$ cat config.mk
export PLATFORM = sky130hd
export DESIGN_NAME = indexed_multi_queue_manager
export DESIGN_NICKNAME = d
export VERILOG_FILES = /design/src/rtl/core/imqm_pkg.sv /design/src/rtl/core/imqm_ctrl.sv /design/src/rtl/core/imqm_dp.sv /design/src/rtl/core/indexed_multi_queue_manager.sv
export SDC_FILE = /design/constraint.sdc
export NUM_CORES = 2
export LEC_CHECK = 0
export ABC_AREA = 0
export BUFFER_PORTS_ARGS = -buffer_cell sky130_fd_sc_hd__buf_4
export CORE_UTILIZATION = 30
export CTS_BUF_LIST = sky130_fd_sc_hd__clkbuf_16
export CTS_CLUSTER_DIAMETER = 80
export DETAILED_ROUTE_END_ITERATION = 10
export HOLD_SLACK_MARGIN = 0.15
export PLACE_DENSITY = 0.51
export SYNTH_ARGS = -nofsm -noshare
export SYNTH_HDL_FRONTEND = slang
export SYNTH_HIERARCHICAL = 1
export SYNTH_SLANG_ARGS = --single-unit
export TNS_END_PERCENT = 1
$ cat constraint.sdc
create_clock -name clk -period 5.8 [get_ports clk]
set_clock_uncertainty 0.1 [all_clocks]
set_input_delay 0.29 -clock clk [delete_from_list [all_inputs] [get_ports clk]]
set_output_delay 0.29 -clock clk [all_outputs]
set_load 0.02 [all_outputs]
$ cat src/rtl/core/imqm_pkg.sv
`default_nettype none
package imqm_pkg;

  localparam logic [1:0] CMD_ENQUEUE = 2'd0;
  localparam logic [1:0] CMD_DEQUEUE = 2'd1;
  localparam logic [1:0] CMD_REMOVE  = 2'd2;

  // controller -> datapath
  typedef struct packed {
    logic clr;      // clearing pass: write null at the sweep index
    logic ld;       // word accepted: latch it and read head/tail/links
    logic ex1;      // first update step
    logic ex2;      // second update step
    logic out_ld;   // load result register
  } imqm_cmd_t;

  // datapath -> controller
  typedef struct packed {
    logic clr_last;
    logic out_free;
  } imqm_sts_t;

endpackage
`default_nettype wire

$ cat src/rtl/core/imqm_ctrl.sv
`default_nettype none
module imqm_ctrl
  import imqm_pkg::*;
(
  input  wire logic      clk,
  input  wire logic      rst_n,
  input  wire logic      in_valid,
  output logic           in_ready,
  input  wire imqm_sts_t sts,
  output imqm_cmd_t      cmd
);

  localparam logic [2:0] S_CLEAR = 3'd0;
  localparam logic [2:0] S_IDLE  = 3'd1;
  localparam logic [2:0] S_EX1   = 3'd2;
  localparam logic [2:0] S_EX2   = 3'd3;
  localparam logic [2:0] S_HOLD  = 3'd4;

  logic [2:0] state_r, state_nxt;

  always_ff @(posedge clk) begin
    if (!rst_n) begin
      state_r <= S_CLEAR;
    end else begin
      state_r <= state_nxt;
    end
  end

  assign in_ready = (state_r == S_IDLE);

  always_comb begin
    state_nxt  = state_r;
    cmd        = '0;
    case (state_r)
      S_CLEAR: begin
        cmd.clr = 1'b1;
        if (sts.clr_last) begin
          state_nxt = S_IDLE;
        end
      end
      S_IDLE: begin
        if (in_valid) begin
          cmd.ld    = 1'b1;
          state_nxt = S_EX1;
        end
      end
      S_EX1: begin
        cmd.ex1   = 1'b1;
        state_nxt = S_EX2;
      end
      S_EX2: begin
        cmd.ex2 = 1'b1;
        if (sts.out_free) begin
          cmd.out_ld = 1'b1;
          state_nxt  = S_IDLE;
        end else begin
          state_nxt = S_HOLD;
        end
      end
      S_HOLD: begin
        if (sts.out_free) begin
          cmd.out_ld = 1'b1;
          state_nxt  = S_IDLE;
        end
      end
      default: begin
        state_nxt = S_CLEAR;
      end
    endcase
  end

endmodule
`default_nettype wire

$ cat src/rtl/core/imqm_dp.sv
`default_nettype none
module imqm_dp
  import imqm_pkg::*;
#(
  parameter  int NUM_THREADS = 64,
  localparam int IW = $clog2(NUM_THREADS + 1),
  localparam int TW = $clog2(NUM_THREADS)
) (
  input  wire logic          clk,
  input  wire logic          rst_n,
  input  wire imqm_cmd_t     cmd,
  output imqm_sts_t          sts,
  input  wire logic [1:0]    in_command,
  input  wire logic [IW-1:0] in_queue_id,
  input  wire logic [TW-1:0] in_thread_id,
  output logic [IW-1:0]      out_popped_thread,
  output logic               out_queue_was_empty,
  output logic               out_valid,
  input  wire logic          out_ready
);

  localparam logic [IW-1:0] NULL_ID = IW'(NUM_THREADS);

  logic [IW-1:0] head_mem [0:NUM_THREADS];
  logic [IW-1:0] tail_mem [0:NUM_THREADS];
  logic [IW-1:0] next_mem [0:NUM_THREADS-1];
  logic [IW-1:0] prev_mem [0:NUM_THREADS-1];

  logic [1:0]    cmd_r;
  logic [IW-1:0] q_r;
  logic [TW-1:0] t_r;
  logic          qok_r, tok_r;
  logic [IW-1:0] h_rd_r, tl_rd_r, nx_rd_r, pv_rd_r;
  logic [IW-1:0] clr_cnt_r;
  logic [IW-1:0] pop_r;
  logic          empty_r;
  logic          out_valid_r;

  // read side
  logic          in_qok, in_tok;
  logic [IW-1:0] rd_q_addr;
  logic [TW-1:0] rd_t_addr, rd_n_addr;
  logic          rd_n_en;

  // decoded step conditions
  logic h_ok, tl_ok, nx_ok, pv_ok;
  logic is_enq, is_deq, is_rem;
  logic [TW-1:0] h_ix, tl_ix, nx_ix, pv_ix;

  // write ports
  logic          hw_en, tw_en, nw_en, pw_en;
  logic [IW-1:0] hw_addr, tw_addr;
  logic [TW-1:0] nw_addr, pw_addr;
  logic [IW-1:0] hw_data, tw_data, nw_data, pw_data;
  logic          clr_thr;

  assign in_qok    = (in_queue_id <= NULL_ID);
  assign in_tok    = (IW'(in_thread_id) < NULL_ID);
  assign rd_q_addr = in_qok ? in_queue_id : '0;
  assign rd_t_addr = in_tok ? in_thread_id : '0;

  assign h_ok  = (h_rd_r  < NULL_ID);
  assign tl_ok = (tl_rd_r < NULL_ID);
  assign nx_ok = (nx_rd_r < NULL_ID);
  assign pv_ok = (pv_rd_r < NULL_ID);
  assign h_ix  = h_rd_r[TW-1:0];
  assign tl_ix = tl_rd_r[TW-1:0];
  assign nx_ix = nx_rd_r[TW-1:0];
  assign pv_ix = pv_rd_r[TW-1:0];

  assign is_enq = (cmd_r == CMD_ENQUEUE) && qok_r && tok_r;
  assign is_deq = (cmd_r == CMD_DEQUEUE) && qok_r;
  assign is_rem = (cmd_r == CMD_REMOVE) && qok_r && tok_r && h_ok;

  // second next-link read fetches the successor of the popped head
  assign rd_n_en   = cmd.ld || (cmd.ex1 && is_deq);
  assign rd_n_addr = cmd.ld ? rd_t_addr : (h_ok ? h_ix : '0);

  assign clr_thr = (clr_cnt_r < NULL_ID);

  always_comb begin
    hw_en = 1'b0; hw_addr = q_r; hw_data = NULL_ID;
    tw_en = 1'b0; tw_addr = q_r; tw_data = NULL_ID;
    nw_en = 1'b0; nw_addr = t_r; nw_data = NULL_ID;
    pw_en = 1'b0; pw_addr = t_r; pw_data = NULL_ID;
    if (cmd.clr) begin
      hw_en   = 1'b1;
      hw_addr = clr_cnt_r;
      tw_en   = 1'b1;
      tw_addr = clr_cnt_r;
      nw_en   = clr_thr;
      nw_addr = clr_cnt_r[TW-1:0];
      pw_en   = clr_thr;
      pw_addr = clr_cnt_r[TW-1:0];
    end else if (cmd.ex1) begin
      if (is_enq) begin
        tw_en   = 1'b1;
        tw_data = IW'(t_r);
        nw_en   = 1'b1;
        pw_en   = 1'b1;
        pw_data = tl_ok ? tl_rd_r : NULL_ID;
        if (!tl_ok) begin
          hw_en   = 1'b1;
          hw_data = IW'(t_r);
        end
      end else if (is_deq) begin
        if (h_ok) begin
          pw_en   = 1'b1;
          pw_addr = h_ix;
        end
      end else if (is_rem) begin
        // join the neighbours around the removed thread
        if (nx_ok) begin
          pw_en   = 1'b1;
          pw_addr = nx_ix;
          pw_data = pv_rd_r;
        end else begin
          tw_en   = 1'b1;
          tw_data = pv_rd_r;
        end
        if (pv_ok) begin
          nw_en   = 1'b1;
          nw_addr = pv_ix;
          nw_data = nx_rd_r;
        end else begin
          hw_en   = 1'b1;
          hw_data = nx_rd_r;
        end
      end
    end else if (cmd.ex2) begin
      if (is_enq) begin
        if (tl_ok) begin
          nw_en   = 1'b1;
          nw_addr = tl_ix;
          nw_data = IW'(t_r);
        end
      end else if (is_deq) begin
        if (h_ok) begin
          hw_en   = 1'b1;
          hw_data = nx_ok ? nx_rd_r : NULL_ID;
          nw_en   = 1'b1;
          nw_addr = h_ix;
          if (nx_ok) begin
            pw_en   = 1'b1;
            pw_addr = nx_ix;
          end else begin
            tw_en = 1'b1;
          end
        end
      end else if (is_rem) begin
        nw_en = 1'b1;
        pw_en = 1'b1;
      end
    end
  end

  always_ff @(posedge clk) begin
    if (hw_en) begin
      head_mem[hw_addr] <= hw_data;
    end
    if (cmd.ld) begin
      h_rd_r <= head_mem[rd_q_addr];
    end
  end

  always_ff @(posedge clk) begin
    if (tw_en) begin
      tail_mem[tw_addr] <= tw_data;
    end
    if (cmd.ld) begin
      tl_rd_r <= tail_mem[rd_q_addr];
    end
  end

  always_ff @(posedge clk) begin
    if (nw_en) begin
      next_mem[nw_addr] <= nw_data;
    end
    if (rd_n_en) begin
      nx_rd_r <= next_mem[rd_n_addr];
    end
  end

  always_ff @(posedge clk) begin
    if (pw_en) begin
      prev_mem[pw_addr] <= pw_data;
    end
    if (cmd.ld) begin
      pv_rd_r <= prev_mem[rd_t_addr];
    end
  end

  always_ff @(posedge clk) begin
    if (cmd.ld) begin
      cmd_r <= in_command;
      q_r   <= rd_q_addr;
      t_r   <= in_thread_id;
      qok_r <= in_qok;
      tok_r <= in_tok;
    end
    if (cmd.out_ld) begin
      pop_r   <= (is_deq && h_ok) ? h_rd_r : NULL_ID;
      empty_r <= qok_r ? !h_ok : 1'b1;
    end
  end

  always_ff @(posedge clk) begin
    if (!rst_n) begin
      clr_cnt_r   <= '0;
      out_valid_r <= 1'b0;
    end else begin
      if (cmd.clr) begin
        clr_cnt_r <= clr_cnt_r + 1'b1;
      end
      if (cmd.out_ld) begin
        out_valid_r <= 1'b1;
      end else if (out_ready) begin
        out_valid_r <= 1'b0;
      end
    end
  end

  assign sts.clr_last = (clr_cnt_r == NULL_ID);
  assign sts.out_free = !out_valid_r || out_ready;

  assign out_popped_thread   = pop_r;
  assign out_queue_was_empty = empty_r;
  assign out_valid           = out_valid_r;

endmodule
`default_nettype wire

$ cat src/rtl/core/indexed_multi_queue_manager.sv
`default_nettype none
// Manages NUM_THREADS+1 FIFO queues of thread indices held as doubly linked
// lists in four small memories (head, tail, next link, prev link); the value
// NUM_THREADS is the null index. Each input word carries a command (enqueue
// at tail, dequeue head, remove a named thread), a queue and a thread, and
// yields one output word: the popped thread (null unless a dequeue found an
// entry) and a flag that the queue was empty beforehand. After reset the
// block runs a clearing pass that writes null into every entry, and accepts
// no word until it ends. One word is handled at a time, in turn: accept and
// read, first link update, then second link update with result load, as each
// link memory has a single write port; a result that is not taken holds the
// block until the output register frees.
module indexed_multi_queue_manager
  import imqm_pkg::*;
#(
  parameter  int NUM_THREADS = 64,
  localparam int IW    = $clog2(NUM_THREADS + 1),
  localparam int TW    = $clog2(NUM_THREADS),
  localparam int IN_W  = ((2 + IW + TW + 7) / 8) * 8,
  localparam int OUT_W = ((IW + 1 + 7) / 8) * 8
) (
  input  wire logic             clk,
  input  wire logic             rst_n,
  input  wire logic             in_tvalid,
  output logic                  in_tready,
  // command, queue_id, thread_id
  input  wire logic [IN_W-1:0]  in_tdata,
  output logic                  out_tvalid,
  input  wire logic             out_tready,
  // popped_thread, queue_was_empty
  output logic [OUT_W-1:0]      out_tdata
);

  imqm_cmd_t     cmd;
  imqm_sts_t     sts;
  logic [IW-1:0] popped;
  logic          was_empty;

  imqm_ctrl u_ctrl (
    .clk      (clk),
    .rst_n    (rst_n),
    .in_valid (in_tvalid),
    .in_ready (in_tready),
    .sts      (sts),
    .cmd      (cmd)
  );

  imqm_dp #(
    .NUM_THREADS (NUM_THREADS)
  ) u_dp (
    .clk                 (clk),
    .rst_n               (rst_n),
    .cmd                 (cmd),
    .sts                 (sts),
    .in_command          (in_tdata[1:0]),
    .in_queue_id         (in_tdata[2 +: IW]),
    .in_thread_id        (in_tdata[2 + IW +: TW]),
    .out_popped_thread   (popped),
    .out_queue_was_empty (was_empty),
    .out_valid           (out_tvalid),
    .out_ready           (out_tready)
  );

  assign out_tdata = OUT_W'({was_empty, popped});

endmodule
`default_nettype wire
# Yosys cells after proc, flatten, opt, wreduce, memory -nomap -nowiden
# Memories as Yosys holds them, arrays and structs flattened. A register that Yosys moved wholly into a read port is not among the register bits.
# Cells that the tools add are included.
# totals
regBits	35
latch_bits	0
ram_bits	1806
rom_bits	0
in_bits	20
output_inout_bits	10
elab_cells	168
n_memories	4
# classes
addsub	1
mul	0
n_div	0
order_cmp	6
n_eq_ne	10
shift	0
muxes	123
bitwise	0
reduce_logical	15
# memory_table
name	words	word_bits	rd	rd_clocked_by_memory_dff	wr	line_no	source
u_dp.head_mem	65	7	1	1	1	imqm_dp.sv:24	logic [IW-1:0] head_mem [0:NUM_THREADS];
u_dp.tail_mem	65	7	1	1	1	imqm_dp.sv:25	logic [IW-1:0] tail_mem [0:NUM_THREADS];
u_dp.next_mem	64	7	1	1	1	imqm_dp.sv:26	logic [IW-1:0] next_mem [0:NUM_THREADS-1];
u_dp.prev_mem	64	7	1	1	1	imqm_dp.sv:27	logic [IW-1:0] prev_mem [0:NUM_THREADS-1];
# ops
operator	n
two-way mux 7 bit	36
two-way mux 6 bit	23
two-way mux 1 bit	59
less-than comparator 7 bit (second input constant)	5
case mux 3 bit (5 select lines)	1
two-way mux 3 bit	4
adder 7 x 1 -> 7 bit (second input constant)	1
equality test 7 bit (second input constant)	1
<= comparator 7 bit (second input constant)	1
equality test 3 x 2 -> 1 bit (second input constant)	2
logical AND 1 bit	6
!= test 2 bit (second input constant)	3
equality test 3 x 1 -> 1 bit (second input constant)	1
equality test 3 bit (second input constant)	1
logical NOT 3 bit	1
AND reduction 3 bit	1
equality test 2 x 1 -> 1 bit (second input constant)	1
equality test 2 bit (second input constant)	1
logical NOT 1 bit	2
logical NOT 2 bit	1
logical OR 1 bit	2
nonzero test 2 bit	1
OR reduction 2 bit	1

# Longest topological paths before layout
# depth
word_depth	11
mapped_depth	14
ltp_nobuf	9

# Cells and area by module
# The synthesis kept the hierarchy.
# modules_own_cells
module	instances	cells_per_inst	area_each_um2	seq_area_each_um2
imqm_dp	1	4290	75016.9	55953.7
imqm_ctrl	1	23	182.7	60.1
indexed_multi_queue_manager	1	1	7.5	0.0

# Worst setup path before layout
# OpenSTA, ideal clock, no wires.
# synth_path
kind	register to register
from	register u_ctrl.state_r[1]
to	memory u_dp/head_mem[0][6] (netlist bit) (data pin)
setup_time_ns	0.709
t_arrival_ns	4.028
t_required_ns	4.991
slack_ns	0.963
stages_incl_launch_ff	7
path_buffers	2
synth_period_minus_slack_ns	4.837
path_cell_list	dfxtp_1 -> inv_1 -> nor3_1 -> inv_1 -> clkbuf_1 -> buf_1 -> o21ai_0
# synth_lines
element	line_no	source
from (decl)	imqm_ctrl.sv:19	logic [2:0] state_r, state_nxt;
from (signal assigned)	imqm_ctrl.sv:25	state_r <= state_nxt;
to (decl)	imqm_dp.sv:24	

# Final worst setup path
# layout_path
from	register u_dp.h_rd_r[6] (read register of u_dp.head_mem)
to	memory u_dp/next_mem[52][0] (netlist bit), enable pin
# layout_via
elab_chain_cells	10
elab_cells_between_ends	23
classes_between	order compare: 1; mux: 21; reduce/logical: 1
# layout_lines
element	line_no	source
from (decl)	imqm_dp.sv:33	logic [IW-1:0] h_rd_r, tl_rd_r, nx_rd_r, pv_rd_r;
less-than comparator 7 bit *	imqm_dp.sv:62	assign h_ok = (h_rd_r < NULL_ID);
logical AND 1 bit	imqm_dp.sv:73	assign is_rem = (cmd_r == CMD_REMOVE) && qok_r && tok_r && h_ok;
two-way mux 1 bit	imqm_dp.sv:150	end else if (is_rem) begin
two-way mux 1 bit	imqm_dp.sv:137	end else if (is_deq) begin
two-way mux 1 bit	imqm_dp.sv:131	if (is_enq) begin
two-way mux 1 bit	imqm_dp.sv:130	end else if (cmd.ex2) begin
two-way mux 1 bit	imqm_dp.sv:95	end else if (cmd.ex1) begin
two-way mux 1 bit	imqm_dp.sv:86	if (cmd.clr) begin
two-way mux 1 bit	imqm_dp.sv:176	if (nw_en) begin
two-way mux 1 bit (implied by the code)	imqm_dp.sv:177	next_mem[nw_addr] <= nw_data;
to (decl)	imqm_dp.sv:26	
# Mark *: on every way between the ends. The rest lies on a longest branch, timed or not.

==> results_dict.tcl <==
set metrics [dict create \
    path_cells "nand4bb_1 -> nor2_2 -> o21ai_0 -> a221oi_2 -> o211ai_1 -> or2_1 -> nor2_1" \
    cp_slowest_cell "a221oi_2" \
    grt_max_degree 96 \
    initial_core_util 0.302 \
    ioPinCount 30 \
    dieWidth_um 503 \
    grt_usage 0.152 \
    grt_pass1_vias 40100 \
    drive_gt1_frac 0.194 \
    synth_seq_cells 1869 \
    h-tree-depth 4 \
    drv_slew 0 \
    fin_crit_sh 0.832 \
    grt_first_pass_wirelength_mm 283 \
    wl_per_cell_um 24.4 \
    synth_edf_count 1858 \
    cts_root_buf "clkbuf_16" \
    maxCapViolCount 0 \
    hold_viol 0 \
    p_leak_nw 24.4 \
    postCtsSetupBuffers 0 \
    total_power_w 0.0276 \
    num_vias 40300 \
    cp_top_family "simple AND/OR/NAND/NOR gates" \
    grt_setup_unrepaired "no" \
    antenna_found_initial 5 \
    holdWs_ps 251 \
    fmax_ghz 0.207 \
    cts_buffer_depth 3 \
    fin_crit_ps 4820 \
    cellPowerDensity_mw_per_mm2 320 \
    synth_xor_area_frac 0.000582 \
    core_area_sq_mm 0.249 \
    outcome "finished clean" \
    areaGrowthSynthToFinish_pct 14.9 \
    clk_pin_slew_ps 60 \
    drc_errors 0 \
    synth_top_family_by_area "multiplexers" \
    ys_seq_area_frac 0.745 \
    critical_path_buf_inv_count 0 \
    syn_area_sq_mm 0.0752 \
    cp.required_ps 6170 \
    synth-compound-area-share 0.0510 \
    synthFlopType "edfxtp_1" \
    ys_async_sr_fraction 0 \
    cts_tree "built" \
    yosys.area_share.adder 0.000333 \
    synthSimpleGateAreaFrac 0.0663 \
    overflow 0 \
    max_stage_delay_ps 940 \
    min_path_type "in2reg" \
    routed_wl_mm 194 \
    crit_type "reg2reg" \
    fillers 23500 \
    ant_nets 0 \
    syn_avg_cell_area_sq_um 17.4 \
    rows 183 \
    synth_mux_area_frac 0.121 \
    cts_made_buffers 193 \
    hpwl_mm 119 \
    die_area_sq_mm 0.253 \
    clock-sinks 1869 \
    crit_path_end_kind "flop" \
    cp.arrival_ps 5200 \
    via_per_inst 5.08 \
    setup_viol 0 \
    first_pass_iters 6 \
    cts_resized 0 \
    worstMarginPinSlew_ps 1280 \
    dieHeight_um 503 \
    place.gp.congestion 0.874 \
    cts_hold_buf 18 \
    post_synth_num_cell_types 78 \
    syn_inst 4314 \
    crit_fanout 21 \
    synth_nets 4336 \
    vdd_ir_drop_max_uv 328 \
    synth_warnings 6 \
    final_core_util 0.347 \
    clock_latency_ps 850 \
    final_nets 4465 \
    slew_headroom 0.145 \
    startpoint_type "flop" \
    tns_ps 0 \
    initialDrtViolationCount 4009 \
    io_buffers 28 \
]
-- worst reg2reg max path, cell delays in order, from the launching register on --
cell and delay [ps]:
edfxtp_1 710, nand4bb_1 380, nor2_2 460, o21ai_0 190
a221oi_2 940, o211ai_1 570, or2_1 440, nor2_1 660
-- path summary, 6_finish.rpt --
check	from	end	slack, ps	cells past startpoint
hold reg to reg	u_dp/clr_cnt_r[5]$_SDFFE_PN0P_	u_dp/clr_cnt_r[5]$_SDFFE_PN0P_	460	2
hold / removal	rst_n	u_dp/clr_cnt_r[4]$_SDFFE_PN0P_	250	3
setup reg to reg	u_dp/h_rd_r[6]$_DFFE_PP_	u_dp/next_mem[52][0]$_DFFE_PP_	980	7
setup / recovery	u_dp/h_rd_r[6]$_DFFE_PP_	u_dp/next_mem[52][0]$_DFFE_PP_	980	7
-- area by class of cell --
cell class              count  area [sq um]  share of cell area
well taps                3330          4170              0.0482
inverters                  28           106             0.00123
clock inverters           160          1370              0.0158
repair buffers            197          1580              0.0182
multi-input cells        2154         18300               0.212
flip-flops and latches   1869         56000               0.648
diodes                      4          10.0            0.000116
clock buffers             193          4830              0.0559
-- report_power, final --
part / switching, W / total [W] / internal (W)
combinational: 0.000584 / 0.000857 / 0.000273
sequential: 0.0000188 / 0.0147 / 0.0147
clock: 0.00524 / 0.0120 / 0.00679
-- layer usage --
metal  up-vias  GRT usage  wire length, um
li1      17600          -                -
met1     21100      0.211            85300
met2      1314      0.243            92400
met3       258     0.0274            11800
met4         2     0.0403             4310
met5         -          0               13
-- Yosys cell counts (all sizes together) (3+ instances only) --
| library cell | n | area (sq um) |
|---|---|---|
| a32o | 4 | 40.0 |
| clkbuf | 177 | 664 |
| a22oi | 50 | 375 |
| nor3 | 70 | 360 |
| dfxtp | 11 | 220 |
| o31a | 5 | 43.8 |
| o211ai | 14 | 105 |
| o2111ai | 7 | 61.3 |
| buf | 86 | 457 |
| nor3b | 4 | 35.0 |
| nor2 | 366 | 1380 |
| inv | 27 | 101 |
| a21o | 5 | 37.5 |
| or3b | 4 | 35.0 |
| mux2i | 113 | 1130 |
| nand4 | 27 | 169 |
| nand2b | 51 | 319 |
| a21boi | 8 | 60.1 |
| a221oi | 12 | 118 |
| o22ai | 20 | 125 |
| mux2 | 30 | 338 |
| xnor2 | 4 | 35.0 |
| and3 | 5 | 31.3 |
| nor4 | 3 | 18.8 |
| nand3b | 14 | 105 |
| o31ai | 13 | 97.6 |
| a211o | 4 | 35.0 |
| a31oi | 8 | 50.1 |
| edfxtp | 1858 | 55800 |
| and2 | 15 | 93.8 |
| or2 | 14 | 87.6 |
| nand3 | 143 | 716 |
| a32oi | 24 | 210 |
| or3 | 5 | 31.3 |
| nand2 | 303 | 1140 |
| and4 | 5 | 43.8 |
| mux4 | 338 | 7610 |
| o221ai | 79 | 692 |
| o21ai | 80 | 400 |
| a21oi | 198 | 991 |
| nor2b | 50 | 313 |
| o32ai | 5 | 43.8 |
| a211oi | 20 | 150 |
| a2111oi | 5 | 43.8 |
-- state kept, by name, indices dropped and copies added (netlist names), 448 cells and up --
register,count
u_dp/head_mem,455
u_dp/next_mem,448
u_dp/prev_mem,448
u_dp/tail_mem,455
-- cells in the final DEF, fill, tap and decap left out, drive strengths merged, types with 79 or more instances in the layout --
cell type / Yosys / layout
edfxtp: 1858 / 1858
nor2: 366 / 366
mux4: 338 / 338
nand2: 303 / 303
a21oi: 198 / 198
clkbuf: 177 / 193
buf: 86 / 179
nand3: 143 / 143
mux2i: 113 / 113
clkinv: 1 / 89
o21ai: 80 / 80
o221ai: 79 / 79
-- cells by family (layout without fill, tap and decap cells) --
logic type / Yosys count / in the layout
AO/OA/AOI/OAI: 578 / 578
multiplexers: 481 / 481
adder cells (fa/ha/maj): 2 / 2
other: 0 / 4
buffers and inverters: 291 / 578
XOR/XNOR: 5 / 5
AND/OR/NAND/NOR: 1088 / 1088
flip-flops: 1869 / 1869
-- metrics by stage --
step	std cells	instance area (sq um)	worst slack [ps]
after floorplan	4314	75200	963
after global placement	7560	80000	1140
after detailed placement	7560	80000	1070
final	7935	86400	976
after global routing	7932	86400	749
after CTS	7931	86400	1070
(Power assumes the default switching activity.)
